`config.mk`:
```
export PLATFORM = sky130hd
export DESIGN_NAME = pulse_capture_and_duty_tick_unit_top
export DESIGN_NICKNAME = d
export VERILOG_FILES = /design/src/rtl/pcdt_pkg.sv /design/src/rtl/pulse_capture_and_duty_tick_unit_top.sv
export SDC_FILE = /design/constraint.sdc
export NUM_CORES = 1
export LEC_CHECK = 0
export BUFFER_PORTS_ARGS = -buffer_cell sky130_fd_sc_hd__buf_2
export CAP_MARGIN = 40
export CORE_ASPECT_RATIO = 1.4
export CORE_MARGIN = 10
export CORE_UTILIZATION = 54
export DETAILED_ROUTE_END_ITERATION = 10
export PLACE_DENSITY = 0.75
export SETUP_SLACK_MARGIN = 0.15
export SYNTH_ARGS = -nofsm -noshare
export SYNTH_HDL_FRONTEND = slang
export SYNTH_SLANG_ARGS = --single-unit
```
`constraint.sdc`:
```
create_clock -name i_clk -period 5.7 [get_ports i_clk]
set_clock_uncertainty 0.2 [all_clocks]
set_input_delay 0.285 -clock i_clk [delete_from_list [all_inputs] [get_ports i_clk]]
set_output_delay 0.285 -clock i_clk [all_outputs]
set_load 0.05 [all_outputs]
```
`src/rtl/pcdt_pkg.sv`:
```
// Package: constants, register indexes and helpers for the pulse capture and duty tick unit.
package pcdt_pkg;

    localparam int unsigned WindowTicks = 2000;
    localparam int unsigned MarkPeriod  = 7000;
    localparam int unsigned TickWrap    = 60000;
    localparam int unsigned BlinkPeriod = 250;

    localparam logic [6:0] FillLimitRst   = 7'd98;
    localparam logic [6:0] FillDefaultRst = 7'd10;
    localparam logic [7:0] PotStepRst     = 8'd100;
    localparam logic [7:0] BlinkTogRst    = 8'd6;
    localparam logic [7:0] PotIndexRst    = 8'd255;

    typedef enum logic [1:0] {
        CFG_FILL_LIMIT   = 2'd0,
        CFG_FILL_DEFAULT = 2'd1,
        CFG_POT_STEP     = 2'd2,
        CFG_BLINK_TOG    = 2'd3
    } t_cfg_idx;

    // ones / 20 as (ones / 4) / 5, the fifth by reciprocal 205 / 1024
    function automatic logic [6:0] div20(input logic [10:0] ones);
        logic [8:0]  quarter;
        logic [17:0] prod;
        quarter = ones[10:2];
        prod    = 18'(quarter) * 18'd205;
        return prod[16:10];
    endfunction

endpackage

```
`src/rtl/pulse_capture_and_duty_tick_unit_top.sv`:
```
// Top level: pulse capture sampling, duty fill, potentiometer step, LEDs and tick counters.
//
// Usage:
//   Input channel (i_in_valid / o_in_stall) carries one request: a 1 ms tick
//   (i_req_type = 0) or a capture event (i_req_type = 1) with its flags and times.
//   Output channel (o_out_valid / i_out_stall) returns exactly one result per
//   request: the new sample (captures only) and the state after the request.
//   A request lands in the input register, then the single-pass state update fills
//   the result register and raises o_out_valid.
//   Throughput is one request per cycle while the receiver does not stall; the update
//   of the counters and LED state in one pass between the two registers sets that figure.
//   While the receiver stalls, the result holds and one further request waits in
//   the input register; o_in_stall rises only when both registers are full.
//   Configuration writes (i_cfg_we, i_cfg_index, i_cfg_data) take effect at once; the user
//   must make them only while the block is idle, which the block itself does not enforce.
//   Synchronous reset (i_rst_n low) empties both registers, restores register
//   defaults and clears all counters; the potentiometer index returns to 255.
module pulse_capture_and_duty_tick_unit_top (
    input  logic        i_clk,
    input  logic        i_rst_n,
    input  logic        i_cfg_we,
    input  logic [1:0]  i_cfg_index,
    input  logic [7:0]  i_cfg_data,
    input  logic        i_in_valid,
    output logic        o_in_stall,
    input  logic        i_req_type,
    input  logic        i_pin_level,
    input  logic        i_run_enable,
    input  logic        i_fall_flag,
    input  logic        i_rise_flag,
    input  logic [15:0] i_fall_time,
    input  logic [15:0] i_rise_time,
    output logic        o_out_valid,
    input  logic        i_out_stall,
    output logic        o_sample_valid,
    output logic [15:0] o_sample_time,
    output logic        o_sample_polarity,
    output logic [6:0]  o_duty_fill,
    output logic [7:0]  o_duty_done_count,
    output logic [7:0]  o_pot_index,
    output logic        o_pot_write,
    output logic        o_heartbeat_led,
    output logic        o_activity_led,
    output logic [15:0] o_idle_ticks,
    output logic [15:0] o_run_ticks
);

    logic [6:0]  r_fill_limit;
    logic [6:0]  r_fill_default;
    logic [7:0]  r_pot_step;
    logic [7:0]  r_blink_tog;

    logic        r_in_valid;
    logic        r_req_type;
    logic        r_pin_level;
    logic        r_run_enable;
    logic        r_fall_flag;
    logic        r_rise_flag;
    logic [15:0] r_fall_time;
    logic [15:0] r_rise_time;

    logic [10:0] r_window,   n_window;
    logic [10:0] r_ones,     n_ones;
    logic [6:0]  r_fill,     n_fill;
    logic [7:0]  r_done,     n_done;
    logic [15:0] r_tick,     n_tick;
    logic [12:0] r_ph_mark,  n_ph_mark;
    logic [7:0]  r_ph_blink, n_ph_blink;
    logic [7:0]  r_mark,     n_mark;
    logic [7:0]  r_pot,      n_pot;
    logic        r_armed,    n_armed;
    logic [7:0]  r_blink,    n_blink;
    logic        r_heart,    n_heart;
    logic        r_act,      n_act;
    logic [15:0] r_idle,     n_idle;
    logic [15:0] r_run,      n_run;
    logic        n_valid;
    logic [15:0] n_stime;
    logic        n_pol;
    logic        n_strobe;

    logic        r_out_valid;
    logic        w_out_free;
    logic        w_advance;
    logic [6:0]  w_fill_raw;
    logic [7:0]  w_mark_inc;

    assign w_out_free = !r_out_valid || !i_out_stall;
    assign w_advance  = r_in_valid && w_out_free;
    assign o_in_stall = r_in_valid && !w_out_free;
    assign o_out_valid = r_out_valid;
    assign w_fill_raw = pcdt_pkg::div20(r_ones);
    assign w_mark_inc = r_mark + 8'd1;

    always_ff @(posedge i_clk) begin
        if (!i_rst_n) begin
            r_fill_limit   <= pcdt_pkg::FillLimitRst;
            r_fill_default <= pcdt_pkg::FillDefaultRst;
            r_pot_step     <= pcdt_pkg::PotStepRst;
            r_blink_tog    <= pcdt_pkg::BlinkTogRst;
        end else if (i_cfg_we) begin
            unique case (pcdt_pkg::t_cfg_idx'(i_cfg_index))
                pcdt_pkg::CFG_FILL_LIMIT:   r_fill_limit   <= i_cfg_data[6:0];
                pcdt_pkg::CFG_FILL_DEFAULT: r_fill_default <= i_cfg_data[6:0];
                pcdt_pkg::CFG_POT_STEP:     r_pot_step     <= i_cfg_data;
                pcdt_pkg::CFG_BLINK_TOG:    r_blink_tog    <= i_cfg_data;
            endcase
        end
    end

    always_ff @(posedge i_clk) begin
        if (!i_rst_n) begin
            r_in_valid <= 1'b0;
        end else if (!o_in_stall) begin
            r_in_valid <= i_in_valid;
        end
    end

    always_ff @(posedge i_clk) begin
        if (i_in_valid && !o_in_stall) begin
            r_req_type   <= i_req_type;
            r_pin_level  <= i_pin_level;
            r_run_enable <= i_run_enable;
            r_fall_flag  <= i_fall_flag;
            r_rise_flag  <= i_rise_flag;
            r_fall_time  <= i_fall_time;
            r_rise_time  <= i_rise_time;
        end
    end

    always_comb begin
        n_window   = r_window;
        n_ones     = r_ones;
        n_fill     = r_fill;
        n_done     = r_done;
        n_tick     = r_tick;
        n_ph_mark  = r_ph_mark;
        n_ph_blink = r_ph_blink;
        n_mark     = r_mark;
        n_pot      = r_pot;
        n_armed    = r_armed;
        n_blink    = r_blink;
        n_heart    = r_heart;
        n_act      = r_act;
        n_idle     = r_idle;
        n_run      = r_run;
        n_valid    = 1'b0;
        n_stime    = 16'd0;
        n_pol      = 1'b0;
        n_strobe   = 1'b0;
        if (r_req_type) begin
            n_idle  = 16'd0;
            n_armed = 1'b1;
            priority if (r_fall_flag) begin
                n_valid = 1'b1;
                n_stime = r_fall_time;
                n_pol   = 1'b1;
            end else if (r_rise_flag) begin
                n_valid = 1'b1;
                n_stime = r_rise_time;
            end
        end else begin
            if (r_window == 11'(pcdt_pkg::WindowTicks)) begin
                n_done   = r_done + 8'd1;
                n_ones   = 11'd0;
                n_window = 11'd0;
                n_fill   = (w_fill_raw > r_fill_limit) ? r_fill_default : w_fill_raw;
            end else begin
                n_ones   = r_ones + 11'(r_pin_level);
                n_window = r_window + 11'd1;
            end

            if (r_ph_mark == 13'd0) begin
                if (w_mark_inc == r_pot_step) begin
                    n_mark = 8'd0;
                    if (r_pot != 8'd0) begin
                        n_pot    = r_pot - 8'd1;
                        n_strobe = 1'b1;
                    end
                end else begin
                    n_mark = w_mark_inc;
                end
            end

            // hold the mark and blink phases equal to the tick count modulo their periods
            if (r_tick == 16'(pcdt_pkg::TickWrap - 1)) begin
                n_tick    = 16'd0;
                n_ph_mark = 13'd0;
            end else begin
                n_tick    = r_tick + 16'd1;
                n_ph_mark = (r_ph_mark == 13'(pcdt_pkg::MarkPeriod - 1)) ? 13'd0
                                                                         : r_ph_mark + 13'd1;
            end
            n_ph_blink = (r_ph_blink == 8'(pcdt_pkg::BlinkPeriod - 1)) ? 8'd0
                                                                       : r_ph_blink + 8'd1;

            if (n_ph_blink == 8'd0) begin
                n_heart = !r_heart;
                if (r_armed) begin
                    if (r_blink < r_blink_tog) begin
                        n_blink = r_blink + 8'd1;
                        n_act   = !r_act;
                    end else begin
                        n_armed = 1'b0;
                        n_blink = 8'd0;
                        n_act   = 1'b0;
                    end
                end
            end

            n_idle = r_idle + 16'd1;
            n_run  = r_run + 16'(r_run_enable);
        end
    end

    always_ff @(posedge i_clk) begin
        if (!i_rst_n) begin
            r_window    <= 11'd0;
            r_ones      <= 11'd0;
            r_fill      <= 7'd0;
            r_done      <= 8'd0;
            r_tick      <= 16'd0;
            r_ph_mark   <= 13'd0;
            r_ph_blink  <= 8'd0;
            r_mark      <= 8'd0;
            r_pot       <= pcdt_pkg::PotIndexRst;
            r_armed     <= 1'b0;
            r_blink     <= 8'd0;
            r_heart     <= 1'b0;
            r_act       <= 1'b0;
            r_idle      <= 16'd0;
            r_run       <= 16'd0;
            r_out_valid <= 1'b0;
        end else begin
            if (w_advance) begin
                r_window   <= n_window;
                r_ones     <= n_ones;
                r_fill     <= n_fill;
                r_done     <= n_done;
                r_tick     <= n_tick;
                r_ph_mark  <= n_ph_mark;
                r_ph_blink <= n_ph_blink;
                r_mark     <= n_mark;
                r_pot      <= n_pot;
                r_armed    <= n_armed;
                r_blink    <= n_blink;
                r_heart    <= n_heart;
                r_act      <= n_act;
                r_idle     <= n_idle;
                r_run      <= n_run;
            end
            if (w_out_free) begin
                r_out_valid <= r_in_valid;
            end
        end
    end

    always_ff @(posedge i_clk) begin
        if (w_advance) begin
            o_sample_valid    <= n_valid;
            o_sample_time     <= n_stime;
            o_sample_polarity <= n_pol;
            o_duty_fill       <= n_fill;
            o_duty_done_count <= n_done;
            o_pot_index       <= n_pot;
            o_pot_write       <= n_strobe;
            o_heartbeat_led   <= n_heart;
            o_activity_led    <= n_act;
            o_idle_ticks      <= n_idle;
            o_run_ticks       <= n_run;
        end
    end

    a_tick_range: assert property (@(posedge i_clk) disable iff (!i_rst_n)
        r_tick < 16'(pcdt_pkg::TickWrap))
        else $error("tick count left its wrap range");

    a_phase_range: assert property (@(posedge i_clk) disable iff (!i_rst_n)
        r_ph_mark < 13'(pcdt_pkg::MarkPeriod) && r_ph_blink < 8'(pcdt_pkg::BlinkPeriod))
        else $error("tick phase counter out of range");

    a_window_range: assert property (@(posedge i_clk) disable iff (!i_rst_n)
        r_window <= 11'(pcdt_pkg::WindowTicks) && r_ones <= r_window)
        else $error("duty window counters inconsistent");

    a_strobe_tick: assert property (@(posedge i_clk) disable iff (!i_rst_n)
        o_out_valid && o_pot_write |-> !o_sample_valid)
        else $error("potentiometer strobe on a capture result");

    a_stall_hold: assert property (@(posedge i_clk) disable iff (!i_rst_n)
        o_out_valid && i_out_stall |=> $stable(r_pot) && $stable(r_idle))
        else $error("state advanced while result stalled");

endmodule
```
==> qor_table.md <==
| Result | Value | Unit |
| --- | --- | --- |
| Total number of placement rows | 69 | - |
| Largest cells by area after synthesis | sky130_fd_sc_hd__edfxtp_1 25%, sky130_fd_sc_hd__dfxtp_1 24%, sky130_fd_sc_hd__ha_1 7.0% | - |
| Initial antenna violation count | 0 | - |
| Most Frequent Cell on Critical Path | sky130_fd_sc_hd__fa_1 | - |
| Max transition margin | 39.2 | % |
| Fraction of the yosys area taken by sequential cells | 48.4 | % |
| Dominant combinational cell family by area after synthesis | simple AND/OR/NAND/NOR gates | - |
| Post-synth EDFFs | 113 | - |
| Share of synthesized cell area in full adder, half adder and majority cells | 8.84 | % |
| Via count of the first global-routing pass | 10803 | - |
| Top layer reached by signal wires | met4 | - |
| Share of the synthesized area in compound gates (AO/OA/AOI/OAI) | 12.7 | % |
| Global-route congestion overflow total | 0 | - |
| CP Data Required Time | 5.78 | ns |
| Max-slew violations | 0 | - |
| Proportion of layout cells with a drive suffix above 1 | 15.0 | % |
| Clock Pin Slew Worst Setup and Hold Paths | 0.06 | ns |
| Worst Slack Setup Final | 0.335 | ns |
| Via Count | 10892 | - |
| List of cells traversed by the critical path | ha_1, fa_1, inv_1, fa_1, fa_1, inv_1, ha_4, a21oi_4, o21ai_2, and2_4, o211a_1, o31a_1, ha_1, a21o_1, a21oi_2, nand3_2, and2_1, buf_4, a31oi_1, o21ai_0 | - |
| Routed length on met3 | 1.47 | mm |
| Post-route minimum period | 5.37 | ns |
| Initial core utilization | 54.7 | % |
| Count of port buffers added during placement | 129 | - |
| Cell accounting for the most synthesized area | sky130_fd_sc_hd__edfxtp_1 | - |
| Hold path depth | 5 | - |
| Run status | finished, final reports clean | - |
| Number of flip-flops and latches in the synthesized netlist | 278 | - |
| Static leakage power | 6.49 | nW |
| Routability-driven placement congestion ratio | 0.927 | - |
| Yosys top cell area share | 24.5 | % |
| Residual DRC count | 0 | - |
| Mux share of post-synthesis cell area | 1.36 | % |
| Worst IR Drop VDD | 0.000289 | V |
| Top-level I/O count | 130 | - |
| Worst endpoint data arrival time | 5.44 | ns |
| Die span in x | 155 | µm |
| Insertion delay of the later-clocked pin in the worst-skew pair | 0.53 | ns |
| Worst path slowest cell | sky130_fd_sc_hd__fa_1 | - |
| Number of warnings issued by yosys | 0 | - |
| Power per cell area | 262 | nW/µm² |
| Flop2flop setup slack | 0.33 | ns |
| Core area | 25300 | µm² |
| Tcrit/Tclk final | 94.1 | % |
| Post-Synthesis Cells | 1403 | - |
| Reg2reg path depth | 20 | - |
| Share of the synthesized netlist area taken by xor and xnor gates | 6.45 | % |
| RSZ-0062 raised after global routing | false | - |
| Total wire length | 31.8 | mm |
| CP peak stage delay | 0.54 | ns |
| Antenna cell count | 0 | - |
| Worst setup slack before clock tree synthesis | -0.0178 | ns |
| Layout area overhead | 18.5 | % |
| Per-cell routed wire length | 16.7 | µm |
| Number of distinct library cells after synthesis | 76 | - |
| Path type of the worst min-delay path | input pin to flop | - |
| Crit path kind | flop to flop | - |
| Hold Path Sink | r_pot_step[2]$_SDFFE_PN1P_ | - |
| Sort of element at the end of the critical path | flop | - |
| Clock root buffer | sky130_fd_sc_hd__clkbuf_16 | - |
| Layout Utilization | 64.9 | % |
| Longest Clk Path Bufs | 3 | - |
| Global-route wire length before repair | 52.2 | mm |
| Average cell area after synthesis | 9.87 | µm² |
| Maximum fanout along the worst path | 10 | - |
| Commonest non-fill, non-tap cell in the layout | sky130_fd_sc_hd__dfxtp_1 | - |
| DP HPWL | 22.3 | mm |
| Clock tree from TritonCTS | yes | - |
| Max Fclk | 186 | MHz |
| Predominant post-synthesis flop cell | sky130_fd_sc_hd__dfxtp_1 | - |
| Startpoint of the lowest-slack register-to-register path | r_ones[4]$_SDFFE_PN0P_ | - |
| Actual transition at the worst max-transition pin | 0.905 | ns |
| TritonCTS buffer count | 27 | - |
| Share of synthesized flip-flops with an asynchronous set or reset | 0 | % |
| Most frequent cells in the layout | 159 x sky130_fd_sc_hd__dfxtp_1, 131 x sky130_fd_sc_hd__nor2_1, 129 x sky130_fd_sc_hd__nand2_1, 129 x sky130_fd_sc_hd__buf_2, 113 x sky130_fd_sc_hd__edfxtp_1 | - |
| Setup-violating endpoint count in the final report | 0 | - |
| Cell area after synthesis | 13800 | µm² |
| Pin count of the biggest net entering global routing | 51 | - |
| Final Hold Violating Endpoints | 0 | - |
| Total number of clock tree sinks | 278 | - |
| ANT nets after route | 0 | - |
| Overall Global Routing Usage | 18.8 | % |
| Wire length on met2 | 17.4 | mm |
| Die Height | 209 | µm |
| Worst R2R End | o_duty_fill[0]$_DFFE_PP_ | - |
| Total power | 0.00431 | W |
| Area fraction in and, or, nand and nor cells after synthesis | 18.8 | % |
| Floorplan die area | 32500 | µm² |
| Max-cap viol count | 0 | - |
| Number of iterations in the first detailed-routing pass | 6 | - |
| Ratio of routed vias to standard cells | 5.70 | - |
| DRT met1 WL | 12.1 | mm |
| Launch instance of the worst min-delay path | i_cfg_we | - |
| Fin nets | 1714 | - |
| CP Launch Type | flop | - |
| Syn Nets | 1545 | - |
| Number of DRC markers after the initial detailed-route iteration | 644 | - |
| Maximum level of the CTS H-tree | 1 | - |
## routing by layer
metal / GRT usage (%) / up-vias
met4: 6.18 / 0
met5: 0 / -
li1: - / 5369
met1: 20.1 / 5191
met2: 36.1 / 265
met3: 2.93 / 67
## power breakdown
part           internal (W)  leakage, nW  switching, W
Sequential          0.00212         2.37     0.0000267
Clock               0.00110        0.457      0.000752
Combinational     0.0000937         3.66      0.000211
## how the worst max path moves through the flow
stage,startpoint,endpoint,slack (ns),depth (start not counted)
after floorplan,r_ones[8]$_SDFFE_PN0P_,o_duty_fill[6]$_DFFE_PP_,0.18,20
after global placement,r_ones[8]$_SDFFE_PN0P_,o_duty_fill[2]$_DFFE_PP_,0.16,19
after detailed placement,r_ones[8]$_SDFFE_PN0P_,r_fill[4]$_SDFFE_PN0P_,-0.02,20
after CTS,r_ones[4]$_SDFFE_PN0P_,o_duty_fill[0]$_DFFE_PP_,0.18,20
after global routing,r_ones[4]$_SDFFE_PN0P_,o_duty_fill[0]$_DFFE_PP_,0.12,20
final,r_ones[4]$_SDFFE_PN0P_,o_duty_fill[0]$_DFFE_PP_,0.33,20
## cell families (layout without fill, tap and decap cells)
logic type | Yosys count | in the layout
compound gates | 267 | 267
xor+xnor | 102 | 102
fa+ha+maj | 90 | 90
buf+inv | 128 | 318
flops | 278 | 278
mux | 18 | 18
simple gates | 520 | 520
## synth_stat cells, types with 15 or more instances
| cell | number |
|---|---|
| sky130_fd_sc_hd__o31ai_1 | 15 |
| sky130_fd_sc_hd__nand3_1 | 59 |
| sky130_fd_sc_hd__clkbuf_1 | 52 |
| sky130_fd_sc_hd__nor2_1 | 131 |
| sky130_fd_sc_hd__a21oi_1 | 80 |
| sky130_fd_sc_hd__o21ai_0 | 54 |
| sky130_fd_sc_hd__xnor2_1 | 45 |
| sky130_fd_sc_hd__nand2_1 | 130 |
| sky130_fd_sc_hd__a22o_1 | 17 |
| sky130_fd_sc_hd__and3_1 | 20 |
| sky130_fd_sc_hd__edfxtp_1 | 113 |
| sky130_fd_sc_hd__inv_1 | 66 |
| sky130_fd_sc_hd__nor3_1 | 28 |
| sky130_fd_sc_hd__xor2_1 | 57 |
| sky130_fd_sc_hd__ha_1 | 77 |
| sky130_fd_sc_hd__or3_1 | 21 |
| sky130_fd_sc_hd__nand4_1 | 32 |
| sky130_fd_sc_hd__dfxtp_1 | 165 |
## cell type report
class,instances,area [µm²]
Clock buffer,38,787
Clock inverter,12,144
Fill cell,1983,8880
Inverter,68,258
Multi-Input combinational cell,997,6780
Sequential cell,278,6700
Tap cell,319,399
Timing Repair Buffer,200,1340
## metrics by stage
step | cells | TNS, ns | instance area (µm²) | hold slack [ns]
global route | 1912 | 0 | 16400 | 0.101
detailed placement | 1809 | -0.0178 | 14800 | 0.254
finish | 1912 | 0 | 16400 | 0.0594
global placement | 1805 | 0 | 14800 | 0.245
CTS | 1912 | 0 | 16300 | 0.0273
floorplan | 1403 | 0 | 13900 | 0.184
## worst max-delay path: cells and delay by family, from the launching register on
| family | cells | cell delay (ns) |
|---|---|---|
| compound gates | 8 | 1.32 |
| fa+ha+maj | 6 | 2.43 |
| flops | 1 | 0.36 |
| buf+inv | 3 | 0.28 |
| simple gates | 3 | 0.50 |
## state kept, by name, summed over array words and instances, names as in the netlist, 11 cells and up
| name | count |
|---|---|
| o_idle_ticks | 16 |
| o_run_ticks | 16 |
| o_sample_time | 16 |
| r_fall_time | 16 |
| r_idle | 16 |
| r_ones | 11 |
| r_ph_mark | 13 |
| r_rise_time | 16 |
| r_run | 16 |
| r_tick | 16 |
| r_window | 11 |
## what timing repair did
action | in CTS | in global routing
gates cloned | 0 | 0
gates resized for setup | 6 | 20
hold buffers | 53 | 0
endpoints found under the setup margin | 9 | 14
buffers inserted | 0 | 0
hold endpoints to repair | 76 | 0
pin swaps | 1 | 2
Note: power is estimated with default switching activity, not from simulation.
